<file path="src/hdl/dd_pkg.sv">
// ----------------------------------------------------------------------------
// dd_pkg
// Shared widths, constants, month table and stage-enable type for the
// Gregorian day-count difference pipeline.
// ----------------------------------------------------------------------------
`default_nettype none

package dd_pkg;

  localparam int unsigned YEAR_W  = 14;
  localparam int unsigned MONTH_W = 4;
  localparam int unsigned DAY_W   = 5;
  localparam int unsigned DIFF_W  = 23;

  // Day ordinal of any 14-bit year stays below 2^23.
  localparam int unsigned ORD_W   = 23;
  // Month start + leap day + day of month stays below 2^9.
  localparam int unsigned MD_W    = 9;
  // Quarter year (year >> 2) and its quotient by 25.
  localparam int unsigned QY_W    = YEAR_W - 2;
  localparam int unsigned C25_W   = 8;

  // t / 25 == (t * 5243) >> 17, exact for t < 43690.
  localparam logic [12:0] RECIP_25    = 13'd5243;
  localparam int unsigned RECIP_SHIFT = 17;
  localparam int unsigned PROD_W      = QY_W + 13;

  localparam logic [MONTH_W-1:0] MONTH_JAN = 4'd1;
  localparam logic [MONTH_W-1:0] MONTH_FEB = 4'd2;
  localparam logic [MONTH_W-1:0] MONTH_DEC = 4'd12;

  localparam logic [8:0] DAYS_PER_YEAR = 9'd365;

  typedef struct packed {
    logic s1;
    logic s2;
    logic s3;
  } dd_stage_en_t;

  // Days of a common year before the first of the month (month is 1..12).
  function automatic logic [MD_W-1:0] month_start(input logic [MONTH_W-1:0] month);
    logic [MD_W-1:0] res;
    unique case (month)
      4'd1:    res = 9'd0;
      4'd2:    res = 9'd31;
      4'd3:    res = 9'd59;
      4'd4:    res = 9'd90;
      4'd5:    res = 9'd120;
      4'd6:    res = 9'd151;
      4'd7:    res = 9'd181;
      4'd8:    res = 9'd212;
      4'd9:    res = 9'd243;
      4'd10:   res = 9'd273;
      4'd11:   res = 9'd304;
      4'd12:   res = 9'd334;
      default: res = 9'd0;
    endcase
    return res;
  endfunction

endpackage

`default_nettype wire

</file>
<file path="src/hdl/dd_ord_pipe.sv">
// ----------------------------------------------------------------------------
// dd_ord_pipe
// Three-stage day-ordinal unit for one date: clamp and reciprocal divides,
// then whole-year days and in-year days, then their sum.
// ----------------------------------------------------------------------------
`default_nettype none

module dd_ord_pipe
  import dd_pkg::*;
#(
  parameter int unsigned YEAR_MAX = 9999
) (
  input  wire                      clk_i,
  input  dd_stage_en_t             en_i,
  input  wire  [YEAR_W-1:0]        year_i,
  input  wire  [MONTH_W-1:0]       month_i,
  input  wire  [DAY_W-1:0]         day_i,
  output logic [ORD_W-1:0]         ord_o
);

  localparam logic [16:0] YMAX = 17'(YEAR_MAX);

  // Stage 1
  logic [YEAR_W-1:0]  year_cl;
  logic [YEAR_W-1:0]  p_d;
  logic [MONTH_W-1:0] month_cl;
  logic [PROD_W-1:0]  prod_p, prod_y;
  logic [YEAR_W-1:0]  p_q;
  logic [C25_W-1:0]   cp_q, cy_q;
  logic [QY_W-1:0]    yq_q;
  logic [3:0]         ylo_q;
  logic [MONTH_W-1:0] month1_q;
  logic [DAY_W-1:0]   day1_q;

  always_comb begin
    if (year_i == '0) begin
      year_cl = YEAR_W'(1);
    end else if ({3'b000, year_i} > YMAX) begin
      year_cl = YMAX[YEAR_W-1:0];
    end else begin
      year_cl = year_i;
    end
    if (month_i == '0) begin
      month_cl = MONTH_JAN;
    end else if (month_i > MONTH_DEC) begin
      month_cl = MONTH_DEC;
    end else begin
      month_cl = month_i;
    end
    p_d    = year_cl - YEAR_W'(1);
    prod_p = PROD_W'(p_d[YEAR_W-1:2]) * PROD_W'(RECIP_25);
    prod_y = PROD_W'(year_cl[YEAR_W-1:2]) * PROD_W'(RECIP_25);
  end

  always_ff @(posedge clk_i) begin
    if (en_i.s1) begin
      p_q      <= p_d;
      cp_q     <= prod_p[RECIP_SHIFT +: C25_W];
      cy_q     <= prod_y[RECIP_SHIFT +: C25_W];
      yq_q     <= year_cl[YEAR_W-1:2];
      ylo_q    <= year_cl[3:0];
      month1_q <= month_cl;
      day1_q   <= day_i;
    end
  end

  // Stage 2
  logic              div25;
  logic              leap;
  logic [ORD_W-1:0]  ys_d;
  logic [MD_W-1:0]   md_d;
  logic [ORD_W-1:0]  ys_q;
  logic [MD_W-1:0]   md_q;

  always_comb begin
    // p/4 - p/100 + p/400, with p/100 = (p/4)/25 and p/400 = (p/100)/4
    ys_d = ORD_W'(p_q) * ORD_W'(DAYS_PER_YEAR)
         + ORD_W'(p_q[YEAR_W-1:2])
         - ORD_W'(cp_q)
         + ORD_W'(cp_q[C25_W-1:2]);
    // year is a multiple of 100 when it is a multiple of 4 and year/4 of 25
    div25 = (yq_q == QY_W'(QY_W'(cy_q) * QY_W'(25)));
    leap  = (ylo_q[1:0] == 2'b00) && (!div25 || (ylo_q[3:2] == 2'b00));
    md_d  = month_start(month1_q)
          + MD_W'((month1_q > MONTH_FEB) && leap)
          + MD_W'(day1_q);
  end

  always_ff @(posedge clk_i) begin
    if (en_i.s2) begin
      ys_q <= ys_d;
      md_q <= md_d;
    end
  end

  // Stage 3
  always_ff @(posedge clk_i) begin
    if (en_i.s3) begin
      ord_o <= ys_q + ORD_W'(md_q);
    end
  end

endmodule

`default_nettype wire

</file>
<file path="src/hdl/dd_diff_out.sv">
// ----------------------------------------------------------------------------
// dd_diff_out
// Output stage: ordinal difference, saturated to the result width.
// ----------------------------------------------------------------------------
`default_nettype none

module dd_diff_out
  import dd_pkg::*;
(
  input  wire                      clk_i,
  input  wire                      en_i,
  input  wire  [ORD_W-1:0]         ord_a_i,
  input  wire  [ORD_W-1:0]         ord_b_i,
  output logic signed [DIFF_W-1:0] diff_o
);

  logic signed [ORD_W:0]    raw;
  logic signed [DIFF_W-1:0] diff_d;

  always_comb begin
    raw = $signed({1'b0, ord_a_i}) - $signed({1'b0, ord_b_i});
    // top two bits disagree: out of range, clip toward the sign
    if (raw[ORD_W] != raw[ORD_W-1]) begin
      diff_d = raw[ORD_W] ? {1'b1, {(DIFF_W-1){1'b0}}} : {1'b0, {(DIFF_W-1){1'b1}}};
    end else begin
      diff_d = raw[DIFF_W-1:0];
    end
  end

  always_ff @(posedge clk_i) begin
    if (en_i) begin
      diff_o <= diff_d;
    end
  end

endmodule

`default_nettype wire

</file>
<file path="src/hdl/date_difference_days_top.sv">
// An accepted beat goes through the stage 1, 2 and 3 registers and the output
// register. Throughput: one beat per cycle while the output is not held; each
// of the four stages is a register with its own valid bit, so bubbles close up
// and a held output only stalls the stages behind it once they are full.
// Reset: rst_ni clears all valid bits; payload registers are not reset.
// ----------------------------------------------------------------------------
// date_difference_days_top
// Signed day count from date b to date a on the proleptic Gregorian calendar.
// ----------------------------------------------------------------------------
`default_nettype none

module date_difference_days_top
  import dd_pkg::*;
#(
  parameter int unsigned YEAR_MAX = 9999
) (
  input  wire                      clk_i,
  input  wire                      rst_ni,
  input  wire                      valid_i,
  output logic                     stall_o,
  input  wire  [YEAR_W-1:0]        year_a_i,
  input  wire  [MONTH_W-1:0]       month_a_i,
  input  wire  [DAY_W-1:0]         day_a_i,
  input  wire  [YEAR_W-1:0]        year_b_i,
  input  wire  [MONTH_W-1:0]       month_b_i,
  input  wire  [DAY_W-1:0]         day_b_i,
  output logic                     valid_o,
  input  wire                      stall_i,
  output logic signed [DIFF_W-1:0] day_difference_o
);

  logic         v1_q, v2_q, v3_q, vo_q;
  logic         en_out;
  dd_stage_en_t en;
  logic [ORD_W-1:0] ord_a, ord_b;

  // A stage advances when it is empty or the one after it advances.
  always_comb begin
    en_out = !vo_q || !stall_i;
    en.s3  = !v3_q || en_out;
    en.s2  = !v2_q || en.s3;
    en.s1  = !v1_q || en.s2;
  end

  assign stall_o = !en.s1;
  assign valid_o = vo_q;

  always_ff @(posedge clk_i or negedge rst_ni) begin
    if (!rst_ni) begin
      v1_q <= 1'b0;
      v2_q <= 1'b0;
      v3_q <= 1'b0;
      vo_q <= 1'b0;
    end else begin
      if (en.s1) begin
        v1_q <= valid_i;
      end
      if (en.s2) begin
        v2_q <= v1_q;
      end
      if (en.s3) begin
        v3_q <= v2_q;
      end
      if (en_out) begin
        vo_q <= v3_q;
      end
    end
  end

  dd_ord_pipe #(
    .YEAR_MAX(YEAR_MAX)
  ) u_ord_a (
    .clk_i  (clk_i),
    .en_i   (en),
    .year_i (year_a_i),
    .month_i(month_a_i),
    .day_i  (day_a_i),
    .ord_o  (ord_a)
  );

  dd_ord_pipe #(
    .YEAR_MAX(YEAR_MAX)
  ) u_ord_b (
    .clk_i  (clk_i),
    .en_i   (en),
    .year_i (year_b_i),
    .month_i(month_b_i),
    .day_i  (day_b_i),
    .ord_o  (ord_b)
  );

  dd_diff_out u_diff (
    .clk_i  (clk_i),
    .en_i   (en_out),
    .ord_a_i(ord_a),
    .ord_b_i(ord_b),
    .diff_o (day_difference_o)
  );

endmodule

`default_nettype wire

</file>
<file path="config.mk">
export PLATFORM = sky130hd
export DESIGN_NAME = date_difference_days_top
export DESIGN_NICKNAME = d
export VERILOG_FILES = /design/src/hdl/dd_pkg.sv /design/src/hdl/dd_ord_pipe.sv /design/src/hdl/dd_diff_out.sv /design/src/hdl/date_difference_days_top.sv
export SDC_FILE = /design/constraint.sdc
export NUM_CORES = 2
export LEC_CHECK = 0
export ABC_AREA = 1
export BUFFER_PORTS_ARGS = -buffer_cell sky130_fd_sc_hd__buf_2
export CAP_MARGIN = 5
export CORE_ASPECT_RATIO = 1.25
export CORE_MARGIN = 2
export CORE_UTILIZATION = 54
export CTS_CLUSTER_DIAMETER = 80
export DETAILED_ROUTE_END_ITERATION = 8
export PLACE_DENSITY_LB_ADDON = 0.25
export RECOVER_POWER = 25
export SYNTH_ARGS = -nofsm -noshare
export SYNTH_HDL_FRONTEND = slang
export SYNTH_HIERARCHICAL = 1
export SYNTH_SLANG_ARGS = --single-unit
</file>
<file path="constraint.sdc">
create_clock -name clk_i -period 9.6 [get_ports clk_i]
set_input_delay 2.88 -clock clk_i [delete_from_list [all_inputs] [get_ports clk_i]]
set_output_delay 2.88 -clock clk_i [all_outputs]
set_load 0.02 [all_outputs]
</file>
-- After elaboration in Yosys (flattened, before gate mapping)
Memory sizes are Yosys's and may differ from the RTL's.
Index checks and enable logic that the tools add are counted.
- bits in registers: 247
- ROM bits: 288
- input port bits: 50
- output and inout port bits: 25
- word-level logic and storage cells: 97
- memories kept: 2
- add/subtract/negate cells: 15
- multipliers: 8
- magnitude comparators: 6
- equal/unequal tests: 3
- mux-type cells: 8
- reductions and logical operators: 28
- memory list (name ; depth ; width ; rd ports ; clocked after Yosys merged registers in ; write ports ; RTL line ; source):
    (name not given) ; 16 ; 9 ; 1 ; 0 ; 0 ; dd_pkg.sv:43 ; unique case (month)
    (name not given) ; 16 ; 9 ; 1 ; 0 ; 0 ; dd_pkg.sv:43 ;
- operator list (cell ; count):
    multiplier 12 x 13 -> 25 bit (second input constant) ; 4
    2-to-1 mux 14 bit ; 4
    adder 23 x 12 -> 23 bit ; 2
    adder 23 x 6 -> 23 bit ; 2
    adder 23 x 9 -> 23 bit ; 2
    multiplier 14 x 9 -> 23 bit (second input constant) ; 2
    2-to-1 mux 23 bit ; 2
    subtractor 23 x 8 -> 23 bit ; 2
    > comparator 14 bit (second input constant) ; 2
    zero test 14 bit ; 2
    subtractor 14 x 1 -> 14 bit (second input constant) ; 2
    == test 12 bit ; 2
    multiplier 8 x 5 -> 12 bit (second input constant) ; 2
    subtractor 23 x 23 -> 24 bit ; 1
    adder 9 x 1 -> 9 bit ; 2
    adder 9 x 5 -> 9 bit ; 2
    > comparator 4 x 2 -> 1 bit (second input constant) ; 2
    > comparator 4 bit (second input constant) ; 2
    zero test 1 bit ; 8
    zero test 2 bit ; 4
    zero test 4 bit ; 2
    2-to-1 mux 4 bit ; 2
    logical OR 1 bit ; 6
    logical AND 1 bit ; 4
    other kinds (2) ; 3

-- Logic depth before layout (Yosys ltp)
- depth in word-level cells: 8
- depth in mapped cells: 39
- depth with buffers taken out: 38

-- Modules after synthesis
The synthesis kept the hierarchy.
- modules (own cells, without submodules) (module ; instances ; cells each ; area each (sq um) ; seq. area each (sq um)):
    dd_ord_pipe at u_ord_b ; 1 ; 1669 ; 15628.7 ; 3243.1
    dd_ord_pipe at u_ord_a ; 1 ; 1619 ; 15484.9 ; 3243.1
    dd_diff_out ; 1 ; 414 ; 2660.1 ; 690.7
    date_difference_days_top ; 1 ; 17 ; 167.7 ; 100.1

-- Worst setup path after synthesis
OpenSTA, ideal clock, no wires.
- path type: input port to flip-flop
- start: in year_a_i[4]
- end: reg u_ord_a.cp_q[6], data pin
- library setup time: 0.266 ns
- data arrival time: 8.421 ns
- required time: 9.334 ns
- path slack: 0.914 ns
- stages on the path: 27
- buffers on the path: 0
- path through: nor2_1 nand2_1 nand2_1 nand2_2 nand2_4 inv_8 nor2_1 inv_1 ha_1 nand2_4 nand2_1 xor2_1 inv_1 fa_1 fa_1 fa_1 inv_1 fa_1 inv_1 fa_1 inv_1 ha_1 a21oi_1 o21ai_0 o21ai_0 o2111ai_1 xor2_1
- longest elaborated chain between the ends: 5
- elaborated cells between the ends (all ways): 6
- RTL lines (what ; RTL line ; source):
    start, declared ; date_difference_days_top.sv:21 ; input wire [YEAR_W-1:0] year_a_i,
    > comparator 14 bit ; dd_ord_pipe.sv:38 ; end else if ({3'b000, year_i} > YMAX) begin
    2-to-1 mux 14 bit ; dd_ord_pipe.sv:38 ;
    2-to-1 mux 14 bit (*) ; dd_ord_pipe.sv:36 ; if (year_i == '0) begin
    named net u_ord_a.year_cl[7] ; dd_ord_pipe.sv:24 ; logic [YEAR_W-1:0] year_cl;
    subtractor 14 x 1 -> 14 bit (*) ; dd_ord_pipe.sv:50 ; p_d = year_cl - YEAR_W'(1);
    named net u_ord_a.p_d[8] ; dd_ord_pipe.sv:25 ; logic [YEAR_W-1:0] p_d;
    multiplier 12 x 13 -> 25 bit (*) ; dd_ord_pipe.sv:51 ; prod_p = PROD_W'(p_d[YEAR_W-1:2]) * PROD_W'(RECIP_25);
    named net u_ord_a.prod_p[23] ; dd_ord_pipe.sv:27 ; logic [PROD_W-1:0] prod_p, prod_y;
    end signal, assigned ; dd_ord_pipe.sv:58 ; cp_q <= prod_p[RECIP_SHIFT +: C25_W];
    end, declared ; dd_ord_pipe.sv:29 ; logic [C25_W-1:0] cp_q, cy_q;
The timed path passes the listed nets; every way through them passes the cells marked *.
A chain may end at the register's enable or synchronous reset.

-- Final worst setup path
- start: in year_b_i[13]
- end: reg u_ord_b.cp_q[3], data pin
- longest elaborated chain between the ends: 5
- elaborated cells between the ends (all ways): 6
- RTL lines (what ; RTL line ; source):
    start, declared ; date_difference_days_top.sv:24 ; input wire [YEAR_W-1:0] year_b_i,
    > comparator 14 bit ; dd_ord_pipe.sv:38 ;
    2-to-1 mux 14 bit ; dd_ord_pipe.sv:38 ;
    2-to-1 mux 14 bit (*) ; dd_ord_pipe.sv:36 ;
    named net u_ord_b.year_cl[0] ; dd_ord_pipe.sv:24 ;
    subtractor 14 x 1 -> 14 bit (*) ; dd_ord_pipe.sv:50 ;
    named net u_ord_b.p_d[10] ; dd_ord_pipe.sv:25 ;
    multiplier 12 x 13 -> 25 bit (*) ; dd_ord_pipe.sv:51 ;
    named net u_ord_b.prod_p[20] ; dd_ord_pipe.sv:27 ;
    end signal, assigned ; dd_ord_pipe.sv:58 ;
    end, declared ; dd_ord_pipe.sv:29 ;
Marks and branches as above.

==> impl_metrics.xml <==
<?xml version="1.0" encoding="UTF-8"?>
<metrics>
  <group name="sta">
    <metric name="fin_tns_setup" unit="ps">0</metric>
    <metric name="worst_slew_pin_tran" unit="ps">916.8</metric>
    <metric name="finalSetupViolCount" unit="">0</metric>
    <metric name="clock_skew" unit="ps">12.07</metric>
    <metric name="unrepaired_setup_endpoints_after_global_routing" unit="">false</metric>
    <metric name="timing.fmax" unit="MHz">112.7</metric>
    <metric name="timing_max_transition_violations_final" unit="">0</metric>
    <metric name="fin_hold_ws" unit="ps">459.0</metric>
    <metric name="final_min_period_over_clock_period" unit="%">92.40</metric>
    <metric name="min_period" unit="ps">8870</metric>
    <metric name="timing_hold_violations_final" unit="">0</metric>
    <metric name="maxSlewHeadroom" unit="%">38.73</metric>
  </group>
  <group name="cts">
    <metric name="cts_made_buffers" unit="">30</metric>
    <metric name="tritoncts" unit="">built</metric>
    <metric name="clkTransAtPathRegs" unit="ps">60</metric>
    <metric name="cts.sink_count" unit="">243</metric>
    <metric name="clock_tree.root_cell" unit="">clkbuf_16</metric>
    <metric name="postCtsHoldBufs" unit="">0</metric>
    <metric name="clock_insertion_delay_worst_skew" unit="ps">590</metric>
    <metric name="cts_htree_levels" unit="">1</metric>
    <metric name="cts_max_path_buffers" unit="">3</metric>
    <metric name="cts-resized-gates" unit="">0</metric>
    <metric name="cts_setup_buffers" unit="">0</metric>
  </group>
  <group name="global_route">
    <metric name="first_pass_grt_wire_length" unit="um">123700</metric>
    <metric name="grt_pass1_vias" unit="">25595</metric>
    <metric name="grt_use_total" unit="%">23.54</metric>
    <metric name="antenna_found_initial" unit="">6</metric>
    <metric name="grt_remaining_overflow" unit="">0</metric>
    <metric name="pin_count_of_the_biggest_net_entering_global_routing" unit="">66</metric>
  </group>
  <group name="placed_design">
    <metric name="dpl.hpwl" unit="um">64510</metric>
    <metric name="io_buffers" unit="">74</metric>
    <metric name="place_inst" unit="">4635</metric>
    <metric name="weighted_congestion_reported_at_the_end_of_routability_driven_placement" unit="">0.9308</metric>
  </group>
  <group name="drt">
    <metric name="detail_route.iter0.violations" unit="">1118</metric>
    <metric name="route.detailed.wl_per_inst" unit="um">15.76</metric>
    <metric name="remaining_drc_errors" unit="">0</metric>
    <metric name="viasPerCell" unit="">5.129</metric>
    <metric name="detail_route.wirelength" unit="um">74000</metric>
    <metric name="dr_total_vias" unit="">24077</metric>
    <metric name="antenna_left" unit="">0</metric>
    <metric name="drt-pass1-iter-count" unit="">5</metric>
  </group>
  <group name="worst_setup_path">
    <metric name="arrival" unit="ps">9190</metric>
    <metric name="worstSetupStartpointType" unit="">input pin</metric>
    <metric name="r2r_start" unit="">u_ord_a/p_q[5]</metric>
    <metric name="timing.critical_path.mode_cell" unit="">inv_1</metric>
    <metric name="critical_path.max_stage_delay" unit="ps">680</metric>
    <metric name="critical_path_required" unit="ps">9920</metric>
    <metric name="critical-path-slowest-cell" unit="">clkbuf_1</metric>
    <metric name="crit_path_start" unit="">year_b_i[13]</metric>
    <metric name="critical_path_class" unit="">input pin to flop</metric>
    <metric name="critPathMaxFanout" unit="">11</metric>
    <metric name="critPathCaptureType" unit="">flop</metric>
  </group>
  <group name="synthesis">
    <metric name="synthArstFlopShare" unit="%">1.646</metric>
    <metric name="syn_nets" unit="">4753</metric>
    <metric name="ys.warnings.count" unit="">6</metric>
    <metric name="synth_area" unit="um2">33940</metric>
    <metric name="synth-main-ff-cell" unit="">edfxtp_1</metric>
    <metric name="avgSynthCellArea" unit="um2">9.126</metric>
    <metric name="number_of_enable_type_register_cells_in_the_synthesized_netlist" unit="">239</metric>
    <metric name="ys_types" unit="">60</metric>
    <metric name="synthesis.instances" unit="">3719</metric>
    <metric name="synth_seq_area_share" unit="%">21.44</metric>
    <metric name="synth_seq_cells" unit="">243</metric>
  </group>
  <group name="run_status">
    <metric name="run_status" unit="">finished clean</metric>
  </group>
  <group name="cells_and_area">
    <metric name="final_layout_size_suffix_gt1_share" unit="%">5.209</metric>
    <metric name="layout.cells.most_common" unit="">inv_1</metric>
    <metric name="sequential_cell_area" unit="um2">7277</metric>
    <metric name="final_cell_mix" unit="">inv_1 (931), ha_1 (633), nand2_1 (537)</metric>
    <metric name="layout-area-overhead-vs-synth" unit="%">7.472</metric>
    <metric name="fin_nets" unit="">4869</metric>
    <metric name="fillerInstances" unit="">5529</metric>
    <metric name="final-instance-count-excl-fill" unit="">4694</metric>
    <metric name="multi_input_gate_area_in_the_final_layout" unit="um2">23030</metric>
  </group>
  <group name="floorplan">
    <metric name="std_cell_rows" unit="">102</metric>
    <metric name="floorplan.initialDensity" unit="%">54.72</metric>
    <metric name="die_outline_area" unit="um2">64890</metric>
    <metric name="core_area" unit="um2">62020</metric>
    <metric name="overall_die_height" unit="um">284.3</metric>
    <metric name="ioPinCount" unit="">75</metric>
    <metric name="die_w" unit="um">228.2</metric>
  </group>
  <group name="hold_path">
    <metric name="worst_hold_path_type" unit="">flop to flop</metric>
    <metric name="worst_hold_path_startpoint" unit="">v3_q</metric>
  </group>
  <group name="flow_run">
    <metric name="max-cap-violations" unit="">0</metric>
  </group>
</metrics>
## metal layers
layer	wire length [um]	track usage [%]
met5	16	0
met2	39850	45.86
met4	2642	8.415
met3	1884	1.695
met1	29600	26.76
## critical path, delay by kind of cell
family	cells	cell delay, ps
buffers and inverters	11	1550
XOR/XNOR	2	340
AO/OA/AOI/OAI	3	560
AND/OR/NAND/NOR	13	1080
adder cells (fa/ha/maj)	7	2750
## cells in the mapped netlist, types with 3 or more instances
master    instances  area share [%]
and2_1            4           0.074
a21oi_2           3           0.077
nand3_2           7            0.21
nor4_1           11            0.20
nand3b_1          5            0.11
a211oi_1         12            0.27
o211ai_1         13            0.29
buf_6             5            0.17
clkbuf_1          6           0.066
a31oi_1          12            0.22
o21ai_0          79             1.2
nand3_4           4            0.21
xnor2_1          53             1.4
ha_1            633              23
nor3_1           30            0.44
nor2_1          198             2.2
dfrtp_1           4            0.29
nand2_2          16            0.29
o21ai_1           9            0.13
nand2_1         537             5.9
a21boi_0          5            0.11
nor3_2            3           0.088
or2_2            11            0.20
edfxtp_1        239              21
nand2_4           3            0.10
xor2_1          136             3.5
o21bai_1         13            0.29
a21oi_1         158             2.3
fa_1            351              21
a21o_1           25            0.55
inv_2             5           0.055
nand3_1         109             1.6
nand4_1          44            0.81
inv_1           930              10
nor2_4            4            0.13
a21boi_1          4           0.088
nor2_2            7            0.13
o31ai_1           4           0.088
## layout make-up
class	count	share of cell area, %
Clock inverter	24	0.8952
Antenna cell	3	0.02058
Clock buffer	32	2.079
Multi-Input combinational cell	2528	63.13
Tap cell	832	2.854
Sequential cell	243	19.95
Inverter	936	9.652
Timing Repair Buffer	96	1.423
## final timing paths
path                                          to  slack [ps]  depth (start not counted)
worst max register to register  u_ord_a/ys_q[19]        4490                         19
worst min-delay path                     valid_o         460                          2
max in group asynchronous                   v3_q        7270                          1
worst min register to register           valid_o         460                          2
min in group asynchronous                valid_o        2130                          1
worst max-delay path             u_ord_b/cp_q[3]         730                         36
## state kept, by name (all words and copies together) (netlist names), 9 cells and up
register       count
u_diff/diff_o     23
u_ord_a/ord_o     23
u_ord_a/ys_q      23
u_ord_b/ord_o     23
u_ord_b/ys_q      23
u_ord_a/p_q       14
u_ord_b/p_q       14
u_ord_a/yq_q      12
u_ord_b/yq_q      12
u_ord_a/md_q       9
u_ord_b/md_q       9
## through the flow
step | util [%] | worst slack [ps] | area, um2
6_report | 58.81 | 729.9 | 36480
5_1_grt | 58.81 | 289.7 | 36480
4_1_cts | 58.89 | 1022 | 36530
3_5_place_dp | 57.15 | 408.3 | 35440
3_3_place_gp | 57.15 | 540.7 | 35440
2_1_floorplan | - | 913.7 | 33940
## kinds of logic after synthesis
group | synth area share (%)
AOI/OAI and AO/OA | 5.968
buffers and inverters | 10.62
DFF | 21.44
xor gates and xnor gates | 4.947
muxes | 0.05898
and+or+nand+nor | 12.93
adders and majority gates | 44.04
Power is left out: the tool's default activity adds up to more than one toggle a clock period on the data nets, which glitch-free logic cannot reach.
